### src/rtl/kdq_ram.sv
`timescale 1ns / 1ps

module kdq_ram #(
    parameter int WIDTH = 8,
    parameter int DEPTH = 16
) (
    input  logic                     aclk,
    input  logic                     wr_en,
    input  logic [$clog2(DEPTH)-1:0] wr_addr,
    input  logic [WIDTH-1:0]         wr_data,
    input  logic [$clog2(DEPTH)-1:0] rd_addr,
    output logic [WIDTH-1:0]         rd_data
);

    logic [WIDTH-1:0] mem [DEPTH];

    always_ff @(posedge aclk) begin
        if (wr_en) begin
            mem[wr_addr] <= wr_data;
        end
        rd_data <= mem[rd_addr];
    end

endmodule

### config.mk
export PLATFORM = sky130hd
export DESIGN_NAME = kdq_ram
export DESIGN_NICKNAME = d
export VERILOG_FILES = /design/src/rtl/kdq_ram.sv
export SDC_FILE = /design/constraint.sdc
export NUM_CORES = 1
export LEC_CHECK = 0
export ABC_CLOCK_PERIOD_IN_PS = 3300
export BUFFER_PORTS_ARGS = -buffer_cell sky130_fd_sc_hd__buf_2
export CORE_MARGIN = 3
export CORE_UTILIZATION = 60
export DETAILED_ROUTE_END_ITERATION = 12
export PLACE_DENSITY = 0.88
export SYNTH_ARGS = -nofsm -noshare
export SYNTH_HDL_FRONTEND = slang
export SYNTH_SLANG_ARGS = --single-unit
### constraint.sdc
create_clock -name aclk -period 3.3 [get_ports aclk]
set_input_delay 0.495 -clock aclk [delete_from_list [all_inputs] [get_ports aclk]]
set_output_delay 0.495 -clock aclk [all_outputs]
set_load 0.03 [all_outputs]
==> results of run 1 <==
-- power by group through the flow --
stage,Clock (mW),Sequential (mW),Combinational [mW]
6_report,1.95,1.94,0.194
5_1_grt,2.04,1.95,0.207
4_1_cts,1.97,1.94,0.195
3_5_place_dp,0,1.98,0.190
3_3_place_gp,0,1.98,0.185
2_1_floorplan,0,2.00,0.0980
-- placed cells by master, fill, tap and decap left out, drive strengths merged, types with 4 or more instances in the layout --
cell type | netlist | routed
edfxtp | 128 | 128
mux4 | 32 | 32
buf | 7 | 31
clkbuf | 0 | 17
a22oi | 16 | 16
nor2 | 13 | 13
nand2 | 9 | 9
dfxtp | 8 | 8
clkinv | 0 | 8
bufinv | 0 | 5
nor3 | 4 | 4
-- worst max-delay path, delay by kind of cell --
family / cells / cell delay (ps)
buffers and inverters: 2 / 610
multiplexers: 1 / 630
AND/OR/NAND/NOR: 1 / 100
AO/OA/AOI/OAI: 1 / 380
-- per-layer routing --
layer	up-vias	share of wire, %
met3	20	8.7
met2	155	51
li1	1057	-
met4	0	2.1
met1	1254	38
met5	-	0
-- final timing paths --
path                                  from         end  slack [ps]  cells after the start
worst max-delay path            rd_addr[0]  rd_data[1]        1460                      5
worst min register to register  mem[12][5]  rd_data[5]         680                      3
worst min-delay path            wr_data[3]  mem[10][3]         350                      1
worst max register to register   mem[1][1]  rd_data[1]        1780                      3
-- state kept, by name, summed over array words and instances (netlist names) --
register  flops
rd_data       8
mem         128
-- cell usage after synthesis --
master	instances
edfxtp_1	128
mux4_2	18
a22oi_1	16
mux4_1	14
nor2_1	13
nand2_1	9
dfxtp_1	8
nor3_1	4
buf_2	3
buf_6	3
clkdlybuf4s25_2	3
nand2b_1	2
nand3b_1	2
and2_1	1
and2b_1	1
buf_4	1
nand3_1	1
nor2b_1	1
or3b_2	1
-- cell families (layout without fill, tap and decap cells) --
kind of cell / after synthesis / in the layout
buffers and inverters: 10 / 62
AOI/OAI and AO/OA: 16 / 16
and+or+nand+nor: 35 / 35
DFF: 136 / 136
muxes: 32 / 32
-- final cells by class --
cell class / instances / share of cell area [%]
clock buffers: 17 / 6.92
clock inverters: 14 / 3.45
multi-input cells: 83 / 17.7
flip-flops and latches: 136 / 66.9
well taps: 105 / 2.20
repair buffers: 31 / 2.84
-- per-stage QoR --
stage | total power, mW | hold WS, ps | instance area, um^2 | utilization [%]
CTS | 4.11 | 336 | 5980 | 72.5
floorplan | 2.10 | 594 | 5150 | -
finish | 4.09 | 354 | 5980 | 72.5
detailed placement | 2.17 | 666 | 5360 | 64.9
global placement | 2.16 | 649 | 5360 | 64.9
global route | 4.19 | 353 | 5980 | 72.5
==> flow_summary_export.csv, run 1 <==
group,metric,value,unit
global_routing,busiest_layer,"met2",
timing,fin_crit_sh,55.9,%
global_routing,grtUsageMet1,31.3,%
setup_path,path_cells,"buf_2, buf_4, mux4_1, a22oi_1, nand2_1",
power,intPower,3.29,mW
place,post-place-ws,1050,ps
timing,clock.fmax,0.542,GHz
synthesis,synth_area_per_cell,22.5,um^2
synthesis,synth_xor_area_share,0,%
place,gp_congestion,0.809,
global_routing,grt_usage,23.5,%
floorplan,core.rowCount,33,
floorplan,die_y,98.6,um
setup_path,max_stage_delay,630,ps
synthesis,synthAdderAreaFrac,0,%
drt,drtPass1Iterations,5,
synthesis,syn_nets,247,
cts,clkTransAtPathRegs,60,ps
floorplan,core,8260,um^2
synthesis,synth_cells,229,
floorplan,dieArea,9730,um^2
synthesis,synthDominantCellAreaShare,74.7,%
floorplan,die_x,98.6,um
synthesis,synth_area,5150,um^2
timing,fin_ws,1460,ps
global_routing,gr-usage-met3,6.94,%
cts,cts_sinks,136,
power,comb_power_share,4.8,%
synthesis,synth_top_area_cell,"edfxtp_1",
drt,via_per_inst,6.44,
drt,dr_total_vias,2486,
synthesis,synth.area.top_cells,"edfxtp_1 (75%), mux4_2 (7.9%), mux4_1 (7.1%)",
timing,slew_headroom,27.2,%
synthesis,ys_seq_area_share,77.8,%
power,max-vdd-ir-drop,0.449,mV
power,leakage,2.03,nW
global_routing,grt.overflow.total,0,
drt,ant_nets,0,
timing,maxSlewViolCount,0,
setup_path,critPathKind,"in2reg",
cts,root_buffer,"clkbuf_8",
global_routing,grt_pass1_wl,15.7,mm
timing,rsz0062_at_grt,"no",
setup_path,crit_path_max_fanout,15,
timing,timing.setup.tns,0,ps
timing,fin_crit,1840,ps
power,power.share.switching,19.4,%
cts,cts_tree,"built",
synthesis,ys_types,19,
synthesis,synth_top_family_by_area,"multiplexers",
floorplan,initial_core_util,62.3,%
global_routing,antenna_found_initial,0,
synthesis,synth_warnings,0,
layout,antenna_cells,0,
cts,cts_resized,0,
timing,finalSetupViolCount,0,
layout,syn2layout_area_growth,16.2,%
synthesis,synth_compound_area_share,2.33,%
cts,postCtsHoldBufs,0,
cts,htree_num_levels,4,
drt,wirelength,10.5,mm
power,clkPwrFrac,47.7,%
drt,drc,0,
setup_path,cp-start-kind,"input port",
layout,instances_no_fill,386,
global_routing,grt_max_degree,33,
global_routing,grt_pass1_vias,2529,
setup_path,end_kind,"flip-flop",
drt,wire_per_inst,27.2,um
place,place_hpwl,6.10,mm
power,p_seq_share,47.6,%
setup_path,worst_ep_arrival_time,2240,ps
cts,insertion_delay,510,ps
cts,clk_path_buf_depth,2,
synthesis,ys_ff_latch,136,
layout,area.sequential,4000,um^2
synthesis,synth_simple_gate_area_share,3.18,%
drt,drt_iter0_drc,219,
layout,fillers,455,
cts,tritoncts.num_buffers,17,
place,placed_cells,355,
power,powerDensity,683,nW/um^2
power,netSwitchingPower,0.792,mW
layout,fin_nets,287,
synthesis,synthMuxAreaShare,15.0,%
layout,multi_input_area,1060,um^2
timing,worstMarginPinSlew,1090,ps
floorplan,io_pins,26,
timing,hold_violations,0,
cts,postCtsSetupBuffers,0,
timing,skew,6.76,ps
setup_path,worstPathRequired,3690,ps
status,status,"finished clean",
setup_path,slowest_stage,"mux4_1",
layout,drive_gt1_share,28.1,%
global_routing,grtUsageMet2,36.5,%
place,io_buffers,25,
job,drv_cap,0,
min_path,hold_path_class,"in2reg",
(Power assumes the default switching activity.)
==> run 2: changes to the inputs <==
==> config.mk (replaced) <==
export PLATFORM = sky130hd
export DESIGN_NAME = kdq_ram
export DESIGN_NICKNAME = d
export VERILOG_FILES = /design/src/rtl/kdq_ram.sv
export SDC_FILE = /design/constraint.sdc
export NUM_CORES = 1
export LEC_CHECK = 0
export ABC_CLOCK_PERIOD_IN_PS = 1600
export BUFFER_PORTS_ARGS = -buffer_cell sky130_fd_sc_hd__buf_2
export CORE_MARGIN = 3
export CORE_UTILIZATION = 54
export DETAILED_ROUTE_END_ITERATION = 12
export PLACE_DENSITY = 0.84
export SYNTH_ARGS = -nofsm -noshare
export SYNTH_HDL_FRONTEND = slang
export SYNTH_SLANG_ARGS = --single-unit
==> constraint.sdc (replaced) <==
create_clock -name aclk -period 1.6 [get_ports aclk]
set_input_delay 0.24 -clock aclk [delete_from_list [all_inputs] [get_ports aclk]]
set_output_delay 0.24 -clock aclk [all_outputs]
set_load 0.03 [all_outputs]
==> run 2 against run 1 <==
Clock skew shrank 1.9 ps. Core utilization decreased by 3.0 points. Critical path depth down 2. Flip-flop and latch count unchanged. Non-clock buffer count is 22 higher. Global-route usage decreased by 2.1 points. Final area up 4.2%. Clock-buffer cell count increased by 3. Critical path type is now reg2reg. Critical endpoint unchanged.
==> flow_summary_export.csv, run 2 (synthesis gave the netlist of run 1 again) <==
group,metric,value,unit
status,status,"finished clean",
min_path,hold_depth,1,
cts,clk_path_buf_depth,2,
setup_path,worst_ep_arrival_time,1800,ps
cts,root_buffer,"clkbuf_8",
drt,drt_iter0_drc,163,
timing,fin_crit,1400,ps
timing,maxSlewViolCount,0,
global_routing,grt_max_degree,22,
min_path,hp-start,"wr_data[7]",
cts,clkTransAtPathRegs,60,ps
drt,drtPass1Iterations,5,
cts,tritoncts.num_buffers,17,
layout,syn2layout_area_growth,21.1,%
global_routing,gr-usage-met3,7.09,%
setup_path,critPathKind,"reg2reg",
floorplan,die_x,104,um
timing,finalSetupViolCount,0,
cts,insertion_delay,520,ps
setup_path,path_buf_inv,0,
timing,hold_ws,97.1,ps
global_routing,grt_pass1_wl,16.4,mm
drt,ant_nets,0,
setup_path,cp-start-kind,"flip-flop",
timing,skew,4.89,ps
global_routing,grtUsageMet1,29.4,%
layout,antenna_cells,0,
floorplan,initial_core_util,57.3,%
cts,postCtsHoldBufs,0,
min_path,min_delay_worst_endpoint,"mem[4][7]",
setup_path,slowest_stage,"mux4_1",
drt,dr_total_vias,2522,
floorplan,core.rowCount,34,
drt,wire_per_inst,24.2,um
setup_path,crit_path_max_fanout,1,
timing,slew_headroom,46.2,%
timing,fin_crit_sh,87.2,%
layout,drive_gt1_share,33.9,%
setup_path,path_cells,"mux4_1, a22oi_1, nand2_1",
timing,hold_violations,0,
floorplan,io_pins,26,
layout,layout_common_cells,"edfxtp_1 (128), buf_2 (25), buf_4 (25), mux4_2 (18)",
floorplan,core,8980,um^2
timing,worstMarginPinSlew,804,ps
drt,drc,0,
setup_path,r2r-end,"rd_data[1]",
place,io_buffers,25,
setup_path,end_kind,"flip-flop",
global_routing,grt_usage,21.4,%
setup_path,max_stage_delay,570,ps
setup_path,crit_family,"multiplexers",
power,totalPowerFinal,8.58,mW
layout,regMostFlops,"mem",
global_routing,antenna_found_initial,0,
global_routing,busiest_layer,"met2",
cts,cts_sinks,136,
global_routing,grt_pass1_vias,2664,
cts,cts_tree,"built",
min_path,hold_path_class,"in2reg",
cts,htree_num_levels,4,
layout,layout_commonest_cell,"edfxtp_1",
timing,clock.fmax,0.716,GHz
layout,finalInstanceArea,6230,um^2
floorplan,die_y,104,um
floorplan,dieArea,10700,um^2
layout,largest_registers,"mem x128, rd_data x8",
cts,cts_resized,0,
job,drv_cap,0,
power,max-vdd-ir-drop,0.874,mV
global_routing,grt.overflow.total,0,
power,powerDensity,1380,nW/um^2
cts,postCtsSetupBuffers,0,
setup_path,cp-startpoint,"mem[5][1]",
setup_path,r2r_setup_slack,200,ps
global_routing,grtUsageMet2,32.1,%
setup_path,timing.rr.start,"mem[5][1]",
drt,via_per_inst,5.87,
place,place_hpwl,6.47,mm
setup_path,worstPathRequired,2010,ps
timing,rsz0062_at_grt,"no",
place,placed_area,5600,um^2
drt,wirelength,10.4,mm
power,leakage,2.16,nW
place,gp_congestion,0.745,
layout,fin_nets,309,
setup_path,rr_worst_depth,3,
layout,largest_reg_flops,128,
## run 2: changes by cell type in the layout (fill, tap and decap cells not counted), sizes merged
cell | before | now
clkbuf | 17 | 20
clkinv | 8 | 4
clkinvlp | 1 | 3
buf | 31 | 53
## run 2: routing by layer
| metal | vias up | routed length [um] |
|---|---|---|
| met4 | 0 | 157 |
| met3 | 14 | 827 |
| met1 | 1298 | 4200 |
| met5 | - | 0 |
| met2 | 118 | 5210 |
| li1 | 1092 | - |
## run 2: metrics by stage
step / util, % / std cells / TNS (ps) / worst slack (ps)
2_1_floorplan: - / 229 / 0 / 93.9
3_3_place_gp: 62.4 / 398 / -143 / -54.9
3_5_place_dp: 62.4 / 398 / -342 / -95.6
4_1_cts: 69.4 / 430 / 0 / 196
5_1_grt: 69.4 / 430 / 0 / 143
6_report: 69.4 / 430 / 0 / 204
## run 2: worst max path at each step
stage / endpoint / cells past startpoint
floorplan: mem[3][0] / 2
global placement: rd_data[1] / 5
detailed placement: rd_data[5] / 5
CTS: rd_data[1] / 3
global route: rd_data[3] / 3
finish: rd_data[1] / 3
## run 2: cell type report
type / count / area [um^2]
fillers: 537 / 2740
repair buffers: 53 / 373
well taps: 126 / 158
flip-flops and latches: 136 / 4000
clock buffers: 20 / 435
clock inverters: 12 / 200
multi-input cells: 83 / 1060
## run 2: power breakdown
part	total, mW	switching, mW	internal [mW]
registers	4.01	0.0266	3.98
logic	0.428	0.256	0.173
clock network	4.14	1.41	2.73
total	8.58	1.69	6.88
