### src/rtl/kdq_pkg.sv
`timescale 1ns / 1ps

package kdq_pkg;

    localparam int MAX_ELEMENTS = 64;
    localparam int CODE_BITS    = 16;
    localparam int ADDR_W       = $clog2(MAX_ELEMENTS);
    localparam int FILL_W       = $clog2(MAX_ELEMENTS + 1);

    localparam int VALUE_W  = 32;
    localparam int DIFF_W   = 33;
    localparam int BOUND_W  = 34;
    localparam int DELTA_W  = 35;
    localparam int ALU_W    = 36;
    localparam int RANGE_W  = 31;
    localparam int SCALE_W  = 32;
    localparam int CFG_IDX_W = 8;

    localparam logic [CODE_BITS-1:0] CODE_MAX = {CODE_BITS{1'b1}};
    localparam logic [DIFF_W-1:0]    DIFF_MOST_POS = {1'b0, {(DIFF_W-1){1'b1}}};
    localparam logic [DIFF_W-1:0]    DIFF_MOST_NEG = {1'b1, {(DIFF_W-1){1'b0}}};

    localparam logic [RANGE_W-1:0] RANGE_RESET = RANGE_W'(65536);
    localparam logic [SCALE_W-1:0] SCALE_RESET = 32'hFFFF_0000;

    localparam logic [CFG_IDX_W-1:0] REG_WINDOW_RANGE = CFG_IDX_W'(0);
    localparam logic [CFG_IDX_W-1:0] REG_CODE_SCALE   = CFG_IDX_W'(1);

    typedef enum logic [3:0] {
        ST_IDLE,
        ST_DIFF,
        ST_MIN,
        ST_MAX,
        ST_CENTRE,
        ST_LOW,
        ST_HIGH,
        ST_SPREAD,
        ST_EXCEED,
        ST_READ,
        ST_SUB,
        ST_MUL,
        ST_SAT,
        ST_OUT
    } kdq_state_t;

    typedef enum logic [3:0] {
        OP_NONE,
        OP_DIFF,
        OP_MIN,
        OP_MAX,
        OP_CENTRE,
        OP_LOW,
        OP_HIGH,
        OP_SPREAD,
        OP_EXCEED,
        OP_SUB,
        OP_MUL,
        OP_SAT
    } kdq_op_t;

    typedef struct packed {
        kdq_op_t op;
        logic    capture;
        logic    clear_run;
    } kdq_ctrl_t;

endpackage

### src/rtl/kdq_datapath.sv
`timescale 1ns / 1ps

module kdq_datapath (
    input  logic                              aclk,
    input  logic                              aresetn,
    input  kdq_pkg::kdq_ctrl_t                ctrl,
    input  logic                              cfg_we,
    input  logic [kdq_pkg::CFG_IDX_W-1:0]     cfg_idx,
    input  logic [kdq_pkg::SCALE_W-1:0]       cfg_wdata,
    input  logic [kdq_pkg::VALUE_W-1:0]       frame_value,
    input  logic [kdq_pkg::VALUE_W-1:0]       key_value,
    input  logic [kdq_pkg::DIFF_W-1:0]        store_rdata,
    output logic [kdq_pkg::DIFF_W-1:0]        store_wdata,
    output logic [kdq_pkg::CODE_BITS-1:0]     code,
    output logic [kdq_pkg::BOUND_W-1:0]       window_low,
    output logic [kdq_pkg::BOUND_W-1:0]       window_high,
    output logic                              range_exceeded
);

    localparam int AW = kdq_pkg::ALU_W;

    logic [kdq_pkg::RANGE_W-1:0]   window_range_reg;
    logic [kdq_pkg::SCALE_W-1:0]   code_scale_reg;
    logic [kdq_pkg::VALUE_W-1:0]   frame_reg;
    logic [kdq_pkg::VALUE_W-1:0]   key_reg;
    logic [kdq_pkg::DIFF_W-1:0]    diff_reg;
    logic [kdq_pkg::DIFF_W-1:0]    min_reg;
    logic [kdq_pkg::DIFF_W-1:0]    max_reg;
    logic [AW-1:0]                 acc_reg;
    logic [kdq_pkg::BOUND_W-1:0]   low_reg;
    logic [kdq_pkg::BOUND_W-1:0]   high_reg;
    logic                          exceed_reg;
    logic [kdq_pkg::DELTA_W-1:0]   delta_reg;
    logic                          positive_reg;
    logic [63:0]                   prod_lo_reg;
    logic [kdq_pkg::BOUND_W-1:0]   prod_hi_reg;
    logic [kdq_pkg::CODE_BITS-1:0] code_reg;

    logic [AW-1:0] a_op;
    logic [AW-1:0] b_op;
    logic          sub;
    logic [AW-1:0] sum;
    logic [AW-1:0] scaled;
    logic [kdq_pkg::CODE_BITS-1:0] code_next;

    // One shared adder does the adds, subtracts and compares up to OP_SUB.
    always_comb begin
        a_op = '0;
        b_op = '0;
        sub  = 1'b0;
        unique case (ctrl.op)
            kdq_pkg::OP_DIFF: begin
                a_op = {{(AW-kdq_pkg::VALUE_W){frame_reg[kdq_pkg::VALUE_W-1]}}, frame_reg};
                b_op = {{(AW-kdq_pkg::VALUE_W){key_reg[kdq_pkg::VALUE_W-1]}}, key_reg};
                sub  = 1'b1;
            end
            kdq_pkg::OP_MIN: begin
                a_op = {{(AW-kdq_pkg::DIFF_W){diff_reg[kdq_pkg::DIFF_W-1]}}, diff_reg};
                b_op = {{(AW-kdq_pkg::DIFF_W){min_reg[kdq_pkg::DIFF_W-1]}}, min_reg};
                sub  = 1'b1;
            end
            kdq_pkg::OP_MAX: begin
                a_op = {{(AW-kdq_pkg::DIFF_W){max_reg[kdq_pkg::DIFF_W-1]}}, max_reg};
                b_op = {{(AW-kdq_pkg::DIFF_W){diff_reg[kdq_pkg::DIFF_W-1]}}, diff_reg};
                sub  = 1'b1;
            end
            kdq_pkg::OP_CENTRE: begin
                a_op = {{(AW-kdq_pkg::DIFF_W){min_reg[kdq_pkg::DIFF_W-1]}}, min_reg};
                b_op = {{(AW-kdq_pkg::DIFF_W){max_reg[kdq_pkg::DIFF_W-1]}}, max_reg};
            end
            kdq_pkg::OP_LOW: begin
                a_op = {acc_reg[AW-1], acc_reg[AW-1:1]};
                b_op = AW'(window_range_reg[kdq_pkg::RANGE_W-1:1]);
                sub  = 1'b1;
            end
            kdq_pkg::OP_HIGH: begin
                a_op = {{(AW-kdq_pkg::BOUND_W){low_reg[kdq_pkg::BOUND_W-1]}}, low_reg};
                b_op = AW'(window_range_reg);
            end
            kdq_pkg::OP_SPREAD: begin
                a_op = {{(AW-kdq_pkg::DIFF_W){max_reg[kdq_pkg::DIFF_W-1]}}, max_reg};
                b_op = {{(AW-kdq_pkg::DIFF_W){min_reg[kdq_pkg::DIFF_W-1]}}, min_reg};
                sub  = 1'b1;
            end
            kdq_pkg::OP_EXCEED: begin
                a_op = AW'(window_range_reg);
                b_op = acc_reg;
                sub  = 1'b1;
            end
            kdq_pkg::OP_SUB: begin
                a_op = {{(AW-kdq_pkg::DIFF_W){store_rdata[kdq_pkg::DIFF_W-1]}}, store_rdata};
                b_op = {{(AW-kdq_pkg::BOUND_W){low_reg[kdq_pkg::BOUND_W-1]}}, low_reg};
                sub  = 1'b1;
            end
            default: begin
                a_op = '0;
                b_op = '0;
                sub  = 1'b0;
            end
        endcase
    end

    assign sum = a_op + (sub ? ~b_op : b_op) + AW'(sub);

    assign scaled = AW'(prod_hi_reg) + AW'(prod_lo_reg[63:32]);

    always_comb begin
        if (!positive_reg) begin
            code_next = '0;
        end else if (scaled > AW'(kdq_pkg::CODE_MAX)) begin
            code_next = kdq_pkg::CODE_MAX;
        end else begin
            code_next = scaled[kdq_pkg::CODE_BITS-1:0];
        end
    end

    always_ff @(posedge aclk) begin
        if (!aresetn) begin
            window_range_reg <= kdq_pkg::RANGE_RESET;
            code_scale_reg   <= kdq_pkg::SCALE_RESET;
        end else if (cfg_we) begin
            if (cfg_idx == kdq_pkg::REG_WINDOW_RANGE) begin
                window_range_reg <= cfg_wdata[kdq_pkg::RANGE_W-1:0];
            end
            if (cfg_idx == kdq_pkg::REG_CODE_SCALE) begin
                code_scale_reg <= cfg_wdata;
            end
        end
    end

    always_ff @(posedge aclk) begin
        if (!aresetn || ctrl.clear_run) begin
            min_reg <= kdq_pkg::DIFF_MOST_POS;
            max_reg <= kdq_pkg::DIFF_MOST_NEG;
        end else begin
            if (ctrl.op == kdq_pkg::OP_MIN && sum[AW-1]) begin
                min_reg <= diff_reg;
            end
            if (ctrl.op == kdq_pkg::OP_MAX && sum[AW-1]) begin
                max_reg <= diff_reg;
            end
        end
    end

    always_ff @(posedge aclk) begin
        if (ctrl.capture) begin
            frame_reg <= frame_value;
            key_reg   <= key_value;
        end
        unique case (ctrl.op)
            kdq_pkg::OP_DIFF:   diff_reg   <= sum[kdq_pkg::DIFF_W-1:0];
            kdq_pkg::OP_CENTRE: acc_reg    <= sum;
            kdq_pkg::OP_LOW:    low_reg    <= sum[kdq_pkg::BOUND_W-1:0];
            kdq_pkg::OP_HIGH:   high_reg   <= sum[kdq_pkg::BOUND_W-1:0];
            kdq_pkg::OP_SPREAD: acc_reg    <= sum;
            kdq_pkg::OP_EXCEED: exceed_reg <= sum[AW-1];
            kdq_pkg::OP_SUB:    delta_reg  <= sum[kdq_pkg::DELTA_W-1:0];
            kdq_pkg::OP_MUL: begin
                positive_reg <= !delta_reg[kdq_pkg::DELTA_W-1] && (delta_reg != '0);
                prod_lo_reg  <= 64'(delta_reg[31:0]) * 64'(code_scale_reg);
                prod_hi_reg  <= kdq_pkg::BOUND_W'(delta_reg[33:32])
                                * kdq_pkg::BOUND_W'(code_scale_reg);
            end
            kdq_pkg::OP_SAT:    code_reg   <= code_next;
            default: begin
            end
        endcase
    end

    assign store_wdata    = sum[kdq_pkg::DIFF_W-1:0];
    assign code           = code_reg;
    assign window_low     = low_reg;
    assign window_high    = high_reg;
    assign range_exceeded = exceed_reg;

endmodule

### config.mk
export PLATFORM = sky130hd
export DESIGN_NAME = kdq_datapath
export DESIGN_NICKNAME = d
export VERILOG_FILES = /design/src/rtl/kdq_pkg.sv /design/src/rtl/kdq_datapath.sv
export SDC_FILE = /design/constraint.sdc
export NUM_CORES = 2
export LEC_CHECK = 0
export BUFFER_PORTS_ARGS = -buffer_cell sky130_fd_sc_hd__buf_2
export CORE_MARGIN = 3
export CORE_UTILIZATION = 29
export DETAILED_ROUTE_END_ITERATION = 6
export GPL_TIMING_DRIVEN = 0
export HOLD_SLACK_MARGIN = 0.05
export SLEW_MARGIN = 10
export SYNTH_ARGS = -nofsm -noshare
export SYNTH_HDL_FRONTEND = slang
export SYNTH_SLANG_ARGS = --single-unit
export TNS_END_PERCENT = 30
### constraint.sdc
create_clock -name aclk -period 9.75 [get_ports aclk]
set_input_delay 2.4375 -clock aclk [delete_from_list [all_inputs] [get_ports aclk]]
set_output_delay 2.4375 -clock aclk [all_outputs]
set_load 0.05 [all_outputs]
==> run metrics <==
# port buffers=263; RSZ-0062 raised after global routing=true; Critical Path Start Type=input port; vias in the first global route=46800; RD Place Congestion=1.01; Synth area leaders=fa_1 (32%), edfxtp_1 (17%), ha_1 (8.0%), and2_1 (7.4%), inv_1 (6.1%); io pins=264; # rows=160; Fin. Hold Viols=0; ANT nets after route=0; FF/Latch Area=12200 um^2; Leak=29.0 nW; Gate Count Post-Synth=5797; CP max-delay cell=a21oi_1; Async SR Flop Fraction=0; Max Buffers Root-to-Sink=3; max-cap viol count=0; R2R cell count=21; Die Y=446 um; Yosys cell types=88; Total Die Area=199000 um^2; Main synth FF type=edfxtp_1; Worst VDD drop=706 uV; layout cells sized above 1=0.106; CP peak stage delay=0.48 ns; final setup fails=2; Largest register FFs=36; H-Tree Depth=2; Worst-Margin Slew=1.30 ns; WP data arrival=7.34 ns; placed wire-length estimate=190 mm; chip width=446 um; Max Clk Rate=0.102 GHz; largest net degree at the start of global routing=52; crit-path max FO=10; Pins Over Slew Limit=0; crit-path cells=buf_2, buf_4, buf_4, nand2_2, nor2_4, clkbuf_8, buf_4, a22oi_1, nand4_1, ha_1, a21oi_1, o41ai_1, a21oi_1, nand4b_1, nand2_1, o21ba_2, o21ai_1, xor2_2, buf_12, buf_4, buf_2; Tot Pwr=0.0205 W; Starting Density=0.293; via count=46200; Setup WS post-layout=-0.0240 ns; core area=191000 um^2; CTS sink count=449; post-route cell area=63800 um^2; grt ovf=0; Cells on Worst Hold Path=2; Netlist Area Pre-Place=56100 um^2; CTS root buffer=clkbuf_16; fill count=19600; fin util=0.334; Post-synth EDFFs=320; area of the multi-input gates=39300 um^2; clk_skew=0.0798 ns; Hold Path Class=reg -> reg; Final min period=9.77 ns; Global Route Usage Sum=0.236; Area Overhead vs Synth=13.8%; drt initial violations=5382; Yosys reg bits=449; DRT Pass-1 Iters=7; Worst slew margin=0.125; Layout Nets=7557; cell mode on critical path=buf_4; antenna violations before repair=24; Vias/cell=5.28; dpl cell area=60800 um^2; worst endpoint required time=7.31 ns; DRT Wirelength=239 mm; yosys warns=0; syn_nets=7198; violated checks=design-rule violations, negative setup slack; Wirelength per Cell=27.4 um; post-synthesis average cell area=9.67 um^2; sequential share of the synthesized area=0.217; worst skew pair latency=0.72 ns; crit path capture type=primary output; cell accounting for the most synthesized area=fa_1; clk slew on worst S/H paths=0.06 ns; cts bufs inserted=54; hold_ws=0.488 ns; Period Utilization, post-route=1.00; DRC violations left=6; outcome=finished with violations; first-pass GRT wire length=338 mm; P per Cell Area=322 nW/um^2; top cell type's share of synthesized area=0.321; CTS tree=built; critical path class=in -> out
[placed cells by master (no fill, tap or decap), types with 175 or more instances in the layout]
| cell | n |
|---|---|
| inv_1 | 914 |
| a21oi_1 | 175 |
| ha_1 | 356 |
| nand3_1 | 191 |
| buf_2 | 277 |
| and2_1 | 665 |
| clkbuf_1 | 211 |
| edfxtp_1 | 320 |
| fa_1 | 898 |
| nand2_1 | 671 |
[synthesized netlist by cell type (7+ instances only)]
library cell and number:
inv_1 914, fa_1 898, nand2_1 672, and2_1 665, ha_1 357, edfxtp_1 320
clkbuf_1 306, nand3_1 191, a21oi_1 185, a22oi_1 132, dfxtp_1 129, o21ai_0 109
nor2_1 100, a21o_1 83, xnor2_1 82, a222oi_1 57, a21boi_0 54, buf_4 45
nand4_1 40, o21ai_1 38, xor2_1 36, o21bai_1 26, o21a_1 21, nor3_1 20
a221oi_1 19, a41oi_1 19, nand2b_1 18, nor2b_1 18, buf_2 16, a22o_1 15
nor4_1 15, a211oi_1 13, and3_1 13, a31oi_1 12, o211ai_1 12, buf_1 11
nand3b_1 11, a211o_1 8, and4_1 7, o22ai_1 7
[what timing repair did]
| item | CTS | global route |
|---|---|---|
| gates resized for setup | 181 | 176 |
| setup endpoints to repair | 37 | 27 |
| setup buffers | 22 | 12 |
| pin swaps | 11 | 9 |
| hold buffers | 0 | 0 |
| cloned | 1 | 1 |
[per-stage QoR]
stage	TNS (ns)	instances	worst slack [ns]
3_3_place_gp	-141.49	8571	-3.91
5_1_grt	-0.329	8716	-0.162
4_1_cts	-0.210	8703	-0.129
6_report	-0.0405	8734	-0.0240
2_1_floorplan	0	5797	0.0867
3_5_place_dp	-57.93	8579	-3.06
[path summary, 6_finish.rpt]
| kind | slack (ns) | startpoint | end |
|---|---|---|---|
| max | -0.02 | ctrl[3] | store_wdata[27] |
| min | 0.49 | max_reg[22] | max_reg[22] |
| max reg2reg | 0.23 | code_scale_reg[27] | prod_lo_reg[49] |
| min reg2reg | 0.49 | max_reg[22] | max_reg[22] |
[layer usage]
layer | vias up | routed length (um) | track usage
met5 | - | 13 | 0
met4 | 2 | 12400 | 0.103
met3 | 555 | 24300 | 0.0599
met2 | 2665 | 108000 | 0.376
met1 | 23400 | 94300 | 0.304
li1 | 19500 | - | -
[critical path, delay by kind of cell]
family,cells,cell delay [ns]
xor gates and xnor gates,1,0.25
AOI/OAI and AO/OA,6,1.38
and+or+nand+nor,5,1.18
buffers and inverters,8,1.67
adders and majority gates,1,0.38
[power breakdown]
group          internal, W  switching [W]  total [W]
registers          0.00279       0.000103    0.00289
clock network      0.00118       0.000921    0.00210
logic              0.00576        0.00979     0.0156
total              0.00972         0.0108     0.0205
[final cells by class]
type	count	area share
diodes	21	0.000823
plain buffers	376	0.0320
clock buffers	68	0.0232
clock inverters	34	0.00574
inverters	914	0.0537
multi-input cells	4053	0.616
flip-flops and latches	449	0.191
well taps	2511	0.0492
repair buffers	308	0.0284
[cell families (layout without fill, tap and decap cells)]
family                     count (synthesis)  after routing  share of synthesized area
AOI/OAI and AO/OA                        865            865                      0.107
xor gates and xnor gates                 119            119                     0.0187
adders and majority gates               1255           1255                      0.400
buffers and inverters                   1295           1700                     0.0905
DFF                                      449            449                      0.217
muxes                                     10             10                    0.00225
other                                      0             21                          0
and+or+nand+nor                         1804           1804                      0.164
Power figures use the tool's default switching activity.
