## src/rtl/kdq_pkg.sv

```systemverilog
`timescale 1ns / 1ps

package kdq_pkg;

    localparam int MAX_ELEMENTS = 64;
    localparam int CODE_BITS    = 16;
    localparam int ADDR_W       = $clog2(MAX_ELEMENTS);
    localparam int FILL_W       = $clog2(MAX_ELEMENTS + 1);

    localparam int VALUE_W  = 32;
    localparam int DIFF_W   = 33;
    localparam int BOUND_W  = 34;
    localparam int DELTA_W  = 35;
    localparam int ALU_W    = 36;
    localparam int RANGE_W  = 31;
    localparam int SCALE_W  = 32;
    localparam int CFG_IDX_W = 8;

    localparam logic [CODE_BITS-1:0] CODE_MAX = {CODE_BITS{1'b1}};
    localparam logic [DIFF_W-1:0]    DIFF_MOST_POS = {1'b0, {(DIFF_W-1){1'b1}}};
    localparam logic [DIFF_W-1:0]    DIFF_MOST_NEG = {1'b1, {(DIFF_W-1){1'b0}}};

    localparam logic [RANGE_W-1:0] RANGE_RESET = RANGE_W'(65536);
    localparam logic [SCALE_W-1:0] SCALE_RESET = 32'hFFFF_0000;

    localparam logic [CFG_IDX_W-1:0] REG_WINDOW_RANGE = CFG_IDX_W'(0);
    localparam logic [CFG_IDX_W-1:0] REG_CODE_SCALE   = CFG_IDX_W'(1);

    typedef enum logic [3:0] {
        ST_IDLE,
        ST_DIFF,
        ST_MIN,
        ST_MAX,
        ST_CENTRE,
        ST_LOW,
        ST_HIGH,
        ST_SPREAD,
        ST_EXCEED,
        ST_READ,
        ST_SUB,
        ST_MUL,
        ST_SAT,
        ST_OUT
    } kdq_state_t;

    typedef enum logic [3:0] {
        OP_NONE,
        OP_DIFF,
        OP_MIN,
        OP_MAX,
        OP_CENTRE,
        OP_LOW,
        OP_HIGH,
        OP_SPREAD,
        OP_EXCEED,
        OP_SUB,
        OP_MUL,
        OP_SAT
    } kdq_op_t;

    typedef struct packed {
        kdq_op_t op;
        logic    capture;
        logic    clear_run;
    } kdq_ctrl_t;

endpackage

```

## src/rtl/kdq_seq.sv

```systemverilog
`timescale 1ns / 1ps

module kdq_seq (
    input  logic                           aclk,
    input  logic                           aresetn,
    input  logic                           in_valid,
    input  logic                           in_last,
    output logic                           in_ready,
    output logic                           out_valid,
    input  logic                           out_ready,
    output logic                           out_last,
    output kdq_pkg::kdq_ctrl_t             ctrl,
    output logic                           store_we,
    output logic [kdq_pkg::ADDR_W-1:0]     store_waddr,
    output logic [kdq_pkg::ADDR_W-1:0]     store_raddr
);

    kdq_pkg::kdq_state_t state_reg;
    kdq_pkg::kdq_state_t state_next;

    logic [kdq_pkg::FILL_W-1:0] fill_reg;
    logic [kdq_pkg::ADDR_W-1:0] idx_reg;
    logic                       last_reg;
    logic                       final_reg;
    logic                       close_run;
    logic                       at_final;

    assign close_run = last_reg || (fill_reg == kdq_pkg::FILL_W'(kdq_pkg::MAX_ELEMENTS));
    assign at_final  = (kdq_pkg::FILL_W'(idx_reg) + kdq_pkg::FILL_W'(1)) == fill_reg;

    always_comb begin
        state_next = state_reg;
        unique case (state_reg)
            kdq_pkg::ST_IDLE:   if (in_valid) state_next = kdq_pkg::ST_DIFF;
            kdq_pkg::ST_DIFF:   state_next = kdq_pkg::ST_MIN;
            kdq_pkg::ST_MIN:    state_next = kdq_pkg::ST_MAX;
            kdq_pkg::ST_MAX:    state_next = close_run ? kdq_pkg::ST_CENTRE : kdq_pkg::ST_IDLE;
            kdq_pkg::ST_CENTRE: state_next = kdq_pkg::ST_LOW;
            kdq_pkg::ST_LOW:    state_next = kdq_pkg::ST_HIGH;
            kdq_pkg::ST_HIGH:   state_next = kdq_pkg::ST_SPREAD;
            kdq_pkg::ST_SPREAD: state_next = kdq_pkg::ST_EXCEED;
            kdq_pkg::ST_EXCEED: state_next = kdq_pkg::ST_READ;
            kdq_pkg::ST_READ:   state_next = kdq_pkg::ST_SUB;
            kdq_pkg::ST_SUB:    state_next = kdq_pkg::ST_MUL;
            kdq_pkg::ST_MUL:    state_next = kdq_pkg::ST_SAT;
            kdq_pkg::ST_SAT:    state_next = kdq_pkg::ST_OUT;
            kdq_pkg::ST_OUT: begin
                if (out_ready) begin
                    state_next = final_reg ? kdq_pkg::ST_IDLE : kdq_pkg::ST_READ;
                end
            end
            default:            state_next = kdq_pkg::ST_IDLE;
        endcase
    end

    always_comb begin
        ctrl.op        = kdq_pkg::OP_NONE;
        ctrl.capture   = 1'b0;
        ctrl.clear_run = 1'b0;
        unique case (state_reg)
            kdq_pkg::ST_IDLE:   ctrl.capture = in_valid;
            kdq_pkg::ST_DIFF:   ctrl.op = kdq_pkg::OP_DIFF;
            kdq_pkg::ST_MIN:    ctrl.op = kdq_pkg::OP_MIN;
            kdq_pkg::ST_MAX:    ctrl.op = kdq_pkg::OP_MAX;
            kdq_pkg::ST_CENTRE: ctrl.op = kdq_pkg::OP_CENTRE;
            kdq_pkg::ST_LOW:    ctrl.op = kdq_pkg::OP_LOW;
            kdq_pkg::ST_HIGH:   ctrl.op = kdq_pkg::OP_HIGH;
            kdq_pkg::ST_SPREAD: ctrl.op = kdq_pkg::OP_SPREAD;
            kdq_pkg::ST_EXCEED: ctrl.op = kdq_pkg::OP_EXCEED;
            kdq_pkg::ST_SUB:    ctrl.op = kdq_pkg::OP_SUB;
            kdq_pkg::ST_MUL:    ctrl.op = kdq_pkg::OP_MUL;
            kdq_pkg::ST_SAT:    ctrl.op = kdq_pkg::OP_SAT;
            kdq_pkg::ST_OUT:    ctrl.clear_run = out_ready && final_reg;
            default: begin
            end
        endcase
    end

    always_ff @(posedge aclk) begin
        if (!aresetn) begin
            state_reg <= kdq_pkg::ST_IDLE;
            fill_reg  <= '0;
            idx_reg   <= '0;
            last_reg  <= 1'b0;
            final_reg <= 1'b0;
        end else begin
            state_reg <= state_next;
            if (state_reg == kdq_pkg::ST_IDLE && in_valid) begin
                last_reg <= in_last;
            end
            if (state_reg == kdq_pkg::ST_DIFF) begin
                fill_reg <= fill_reg + kdq_pkg::FILL_W'(1);
            end
            if (state_reg == kdq_pkg::ST_EXCEED) begin
                idx_reg <= '0;
            end
            if (state_reg == kdq_pkg::ST_SAT) begin
                final_reg <= at_final;
            end
            if (state_reg == kdq_pkg::ST_OUT && out_ready) begin
                if (final_reg) begin
                    fill_reg <= '0;
                end else begin
                    idx_reg <= idx_reg + kdq_pkg::ADDR_W'(1);
                end
            end
        end
    end

    assign in_ready    = (state_reg == kdq_pkg::ST_IDLE);
    assign out_valid   = (state_reg == kdq_pkg::ST_OUT);
    assign out_last    = final_reg;
    assign store_we    = (state_reg == kdq_pkg::ST_DIFF);
    assign store_waddr = fill_reg[kdq_pkg::ADDR_W-1:0];
    assign store_raddr = idx_reg;

endmodule

```

## config.mk

```make
export PLATFORM = sky130hd
export DESIGN_NAME = kdq_seq
export DESIGN_NICKNAME = d
export VERILOG_FILES = /design/src/rtl/kdq_pkg.sv /design/src/rtl/kdq_seq.sv
export SDC_FILE = /design/constraint.sdc
export NUM_CORES = 1
export LEC_CHECK = 0
export ABC_AREA = 1
export BUFFER_PORTS_ARGS = -buffer_cell sky130_fd_sc_hd__buf_2
export CORE_MARGIN = 4
export CORE_UTILIZATION = 55
export DETAILED_ROUTE_END_ITERATION = 8
export PLACE_DENSITY = 0.8
export SLEW_MARGIN = 20
export SYNTH_ARGS = -nofsm -noshare
export SYNTH_HDL_FRONTEND = slang
export SYNTH_SLANG_ARGS = --single-unit
```

## constraint.sdc

```tcl
create_clock -name aclk -period 3.8 [get_ports aclk]
set_clock_uncertainty 0.2 [all_clocks]
set_input_delay 0.38 -clock aclk [delete_from_list [all_inputs] [get_ports aclk]]
set_output_delay 0.38 -clock aclk [all_outputs]
set_load 0.02 [all_outputs]
```

==> results of run 1 <==
==> final timing paths <==
| check | depth (start not counted) | slack [ns] | start | end |
|---|---|---|---|---|
| min | 3 | 0.17 | aresetn | state_reg[2]$_SDFFE_PN0P_ |
| min reg2reg | 2 | 0.28 | last_reg$_SDFFE_PN0P_ | last_reg$_SDFFE_PN0P_ |
| max | 5 | 1.63 | state_reg[0]$_SDFFE_PN0P_ | ctrl[3] |
| max reg2reg | 9 | 2.03 | store_raddr[0]$_SDFF_PN0_ | out_last$_SDFFE_PN0P_ |
==> cell type report <==
| type | count | area, um2 | share of cell area |
|---|---|---|---|
| clock buffers | 4 | 26.3 | 0.0181 |
| flip-flops and latches | 19 | 380 | 0.262 |
| multi-input cells | 143 | 746 | 0.513 |
| inverters | 36 | 135 | 0.0930 |
| well taps | 28 | 35.0 | 0.0241 |
| repair buffers | 26 | 130 | 0.0896 |
==> report_power, final <==
part / total (uW) / internal (uW) / switching, uW / leakage [uW]
clock network: 102 / 40.7 / 61.2 / 0.0000150
registers: 220 / 209 / 11.3 / 0.000154
logic: 106 / 34.5 / 71.4 / 0.000550
total: 428 / 284 / 144 / 0.000719
==> metal layers <==
metal	share of wire	GRT usage	vias up
li1	-	-	703
met1	0.47	0.268	611
met2	0.46	0.332	56
met3	0.069	0.0437	2
met4	0.0039	0.0364	0
met5	0	0	-
==> Yosys cell counts, drive strengths merged <==
| cell type | n | area share |
|---|---|---|
| o211ai | 2 | 0.011 |
| nor4 | 1 | 0.0048 |
| o21a | 1 | 0.0057 |
| nor3b | 2 | 0.011 |
| ha | 3 | 0.029 |
| o21ai | 11 | 0.057 |
| nand4 | 5 | 0.029 |
| nand2 | 58 | 0.18 |
| nor3 | 2 | 0.011 |
| a211oi | 1 | 0.0057 |
| nor2 | 18 | 0.069 |
| inv | 36 | 0.10 |
| nand3 | 27 | 0.11 |
| a21oi | 12 | 0.046 |
| dfxtp | 19 | 0.29 |
| buf | 6 | 0.034 |
==> stage by stage <==
step	hold slack, ns	power, uW	util	setup WS, ns	std cells
5_1_grt	0.176	457	0.650	1.55	256
6_report	0.170	428	0.650	1.63	256
4_1_cts	0.163	431	0.650	1.66	256
2_1_floorplan	0.223	302	-	1.89	204
3_3_place_gp	0.254	326	0.639	2.05	252
3_5_place_dp	0.265	329	0.639	2.00	252
==> cell families after synthesis <==
logic type                 count (synthesis)  synth area share
AOI/OAI and AO/OA                         27             0.125
DFF                                       19             0.291
and+or+nand+nor                          113             0.417
adders and majority gates                  3            0.0287
buffers and inverters                     42             0.138
==> cell usage in the layout, fill, tap and decap left out, drive strengths merged, types with 4 or more instances in the layout <==
cell and n:
a21oi 12, nand3 27, nand4 5, buf 26, nor2 18, inv 36
o21ai 11, nand2 58, clkbuf 4, dfxtp 19
==> critical path, stage by stage (launching register included) <==
cell and delay [ns]:
dfxtp_1 0.38, nor2_1 0.28, nand2_1 0.20, o21a_1 0.18, o21ai_0 0.08, buf_2 0.18
==> flow_summary.json, run 1 <==
{
  "cp.arrival_ns": 1.59,
  "cts_sinks": 19,
  "clock.fmax_ghz": 0.461,
  "drtIter0Drc": 71,
  "start_util": 0.585,
  "syn_area_um2": 1310,
  "hold_buffers": 0,
  "setup_viol": 0,
  "power.leakage_uw": 0.000719,
  "antenna_found_initial": 0,
  "dieHeight_um": 56.7,
  "p_per_area_nw_per_um2": 294,
  "die_w_um": 56.7,
  "wl_per_cell_um": 12.1,
  "worstPathRequired_ns": 3.22,
  "num_rows": 17,
  "clkSlewWorstSetupHoldPaths_ns": 0.11,
  "layout-drive-gt1-share": 0.202,
  "grt_overflow": 0,
  "period_minus_slack_ns": 2.17,
  "path_class": "flop to output pin",
  "ir_worst_vdd_v": 0.000217,
  "gp_congestion": 0.892,
  "ant_nets": 0,
  "cts_root_buf": "clkbuf_4",
  "area_growth_pct": 11.2,
  "cts_setup_buffers": 0,
  "coreArea_um2": 2230,
  "ys_seq_area_frac": 0.291,
  "wl_um": 3090,
  "path_max_fanout": 5,
  "ys_types": 27,
  "nFillCells": 214,
  "cts_tree": "done",
  "grt_max_degree": 11,
  "nets": 237,
  "end_kind": "output pin",
  "cap_violations": 0,
  "dr.pass1.iters": 4,
  "fin_area_um2": 1450,
  "antenna_cells": 0,
  "clk-insertion-delay-late_ns": 0.29,
  "drc": 0,
  "rsz0062_at_grt": "no",
  "largest_register_ffs": 7,
  "die_area_um2": 3220,
  "clk_path_buf_depth": 2,
  "io_pins": 27,
  "synth-seq-cells": 19,
  "portBuffers": 26,
  "maxSlewHeadroom": 0.763,
  "status": "finished, final reports clean",
  "hold_viol": 0,
  "hold_class": "input port to flop",
  "worst_pin_slew_ns": 0.355,
  "track_usage": 0.200,
  "grt_pass1_wl_um": 5290,
  "via_per_inst": 5.36,
  "cts_htree_levels": 1,
  "slew_violations": 0,
  "dp_hpwl_um": 2510,
  "finalCritPeriodShare": 0.570,
  "cp-start-kind": "flop",
  "yosysWarnings": 0,
  "synth.avg_cell_area_um2": 6.40,
  "tns_ns": 0,
  "syn_inst": 204,
  "grt_pass1_vias": 1230,
  "syn-num-nets": 212,
  "placed_cell_area_um2": 1430,
  "cts_resized": 0,
  "cts-buffers-inserted": 3,
  "vias": 1372
}
(Power assumes the default switching activity.)
==> inputs of run 2 (changes only) <==
--- a/config.mk
+++ b/config.mk
@@ -5,12 +5,12 @@
 export SDC_FILE = /design/constraint.sdc
 export NUM_CORES = 1
 export LEC_CHECK = 0
-export ABC_AREA = 1
+export ABC_AREA = 0
 export BUFFER_PORTS_ARGS = -buffer_cell sky130_fd_sc_hd__buf_2
 export CORE_MARGIN = 4
-export CORE_UTILIZATION = 55
+export CORE_UTILIZATION = 48
 export DETAILED_ROUTE_END_ITERATION = 8
-export PLACE_DENSITY = 0.8
+export PLACE_DENSITY = 0.75
 export SLEW_MARGIN = 20
 export SYNTH_ARGS = -nofsm -noshare
 export SYNTH_HDL_FRONTEND = slang
==> constraint.sdc (replaced) <==
create_clock -name aclk -period 1.8 [get_ports aclk]
set_clock_uncertainty 0.2 [all_clocks]
set_input_delay 0.18 -clock aclk [delete_from_list [all_inputs] [get_ports aclk]]
set_output_delay 0.18 -clock aclk [all_outputs]
set_load 0.02 [all_outputs]
==> flow_summary.json, run 2 <==
{
  "yosys.area.top_type": "dfxtp_1",
  "num_rows": 18,
  "hold_viol": 0,
  "final_common_cell": "buf_4",
  "yosysWarnings": 0,
  "clk-insertion-delay-late_ns": 0.30,
  "fin_ws_ns": -0.0117,
  "clkSlewWorstSetupHoldPaths_ns": 0.12,
  "drtIter0Drc": 65,
  "syn-num-nets": 168,
  "layout_common_cells": "buf_4 (29), nor2_1 (23), buf_2 (21)",
  "synth.most_common_cell": "nor2_1",
  "period_minus_slack_ns": 1.81,
  "cap_violations": 0,
  "wl_per_cell_um": 14.9,
  "path_class": "flop to flop",
  "cp.arrival_ns": 1.82,
  "p_per_area_nw_per_um2": 558,
  "nets": 215,
  "synthTopCellsByArea": "dfxtp_1 (31%), nor2_1 (6.9%), a21oi_1 (5.6%)",
  "ys_seq_area_frac": 0.306,
  "largest_register_ffs": 7,
  "cts_htree_levels": 1,
  "die_w_um": 58.9,
  "timing.hold.ws_ns": 0.0127,
  "clk_path_buf_depth": 2,
  "slew_violations": 0,
  "grt_pass1_wl_um": 5610,
  "synth_edf_count": 0,
  "portBuffers": 26,
  "coreArea_um2": 2480,
  "cts-buffers-inserted": 3,
  "cts_sinks": 19,
  "dieHeight_um": 58.9,
  "start_util": 0.503,
  "vias": 1320,
  "power.leakage_uw": 0.000789,
  "gp_congestion": 0.826,
  "multi_input_area_um2": 815,
  "layout-drive-gt1-share": 0.379,
  "syn_area_um2": 1240,
  "cts_root_buf": "clkbuf_4",
  "worstPathRequired_ns": 1.81,
  "drc": 0,
  "setup_viol": 3,
  "grt_pass1_vias": 1257,
  "synth-seq-cells": 19,
  "worst_pin_slew_ns": 0.453,
  "ys_types": 39,
  "yosysTopAreaCellShare": 0.306,
  "ys_top_cells_by_count": "nor2_1 (23), dfxtp_1 (19), a21oi_1 (14), o21ai_0 (10), nand2_1 (9)",
  "grt_max_degree": 15,
  "violations": "negative setup slack",
  "wl_um": 3520,
  "maxSlewHeadroom": 0.694,
  "die_area_um2": 3470,
  "antenna_found_initial": 0,
  "path_max_fanout": 5,
  "rsz0062_at_grt": "yes",
  "cp-start-kind": "flop",
  "ant_nets": 0,
  "via_per_inst": 5.59,
  "end_kind": "flop",
  "status": "finished, violations left",
  "tns_ns": -0.0220,
  "final_core_util": 0.687,
  "finalCritPeriodShare": 1.01,
  "ir_worst_vdd_v": 0.000510,
  "track_usage": 0.211,
  "io_pins": 27,
  "area_growth_pct": 36.7,
  "ys.flop_type": "dfxtp_1",
  "hold_class": "input port to flop",
  "syn_inst": 160,
  "synth.avg_cell_area_um2": 7.78,
  "dp_hpwl_um": 2370,
  "clock.fmax_ghz": 0.552,
  "final-seq-area_um2": 403,
  "cts_tree": "done",
  "antenna_cells": 0,
  "grt_overflow": 0,
  "async_flop_share": 0,
  "nFillCells": 205,
  "dr.pass1.iters": 4
}
-- run 2: cell types whose count changed in the layout (fill, tap and decap cells not counted), moves of 4 or more --
cell	previous run	this run
buf_2	26	21
xor2_1	0	8
buf_6	0	6
dfxtp_4	0	5
inv_1	35	3
nand2_1	55	9
dfxtp_1	19	11
nor2_1	13	23
nand3_1	24	2
buf_4	0	29
nor3_1	1	5
xnor2_1	0	6
-- run 2: worst max-delay path, cell delays in order (launching register included) --
cell	delay (ns)
dfxtp_2	0.40
inv_1	0.09
ha_1	0.18
nand4bb_1	0.10
nor3_1	0.05
o311ai_0	0.42
nor2_1	0.07
o21a_1	0.19
-- run 2: worst paths after layout --
kind	startpoint	to	slack [ns]	cells after the start
setup / recovery	fill_reg[1]$_SDFF_PN0_	state_reg[2]$_SDFFE_PN0P_	-0.01	7
hold / removal	aresetn	store_raddr[2]$_SDFF_PN0_	0.01	3
setup reg to reg	fill_reg[1]$_SDFF_PN0_	state_reg[2]$_SDFFE_PN0P_	-0.01	7
hold reg to reg	store_raddr[2]$_SDFF_PN0_	store_raddr[2]$_SDFF_PN0_	0.29	1
-- run 2: through the flow --
stage,power [uW],std cells,area [um2],worst slack [ns]
finish,950,236,1700,-0.0117
global route,1010,236,1700,-0.101
CTS,916,233,1610,0.00215
detailed placement,657,221,1480,0.0699
global placement,652,221,1480,0.111
floorplan,606,160,1260,-0.0526
-- run 2: logic make-up (layout without fill, tap and decap cells) --
logic type	after synthesis	in the layout	share of synthesized area
adders and majority gates	3	3	0.0302
DFF	19	19	0.306
buffers and inverters	19	65	0.0844
xor gates and xnor gates	14	14	0.0985
and+or+nand+nor	67	67	0.294
AOI/OAI and AO/OA	36	36	0.171
muxes	2	2	0.0161
-- run 2: final cells by class --
class,count,area share
multi-input cells,122,0.479
flip-flops and latches,19,0.237
well taps,30,0.0221
repair buffers,57,0.235
inverters,4,0.0110
clock buffers,3,0.0132
clock inverters,1,0.00294
-- run 2: repair_timing --
item,in CTS,in global routing
endpoints found under the hold margin,1,0
resized for setup,15,20
setup buffers,7,3
pin swaps,4,5
hold buffers,1,0
setup endpoints to repair,6,11
-- run 2: metal layers --
layer,up-vias,GRT usage,part of all wire
li1,645,-,-
met2,43,0.369,0.50
met5,-,0,0
met4,0,0.0874,0.022
met1,624,0.257,0.43
met3,8,0.0285,0.047
-- run 2: power by group --
part	switching, uW	internal (uW)	total (uW)
registers	20.8	432	453
logic	137	134	270
clock network	144	82.9	227
total	302	649	950
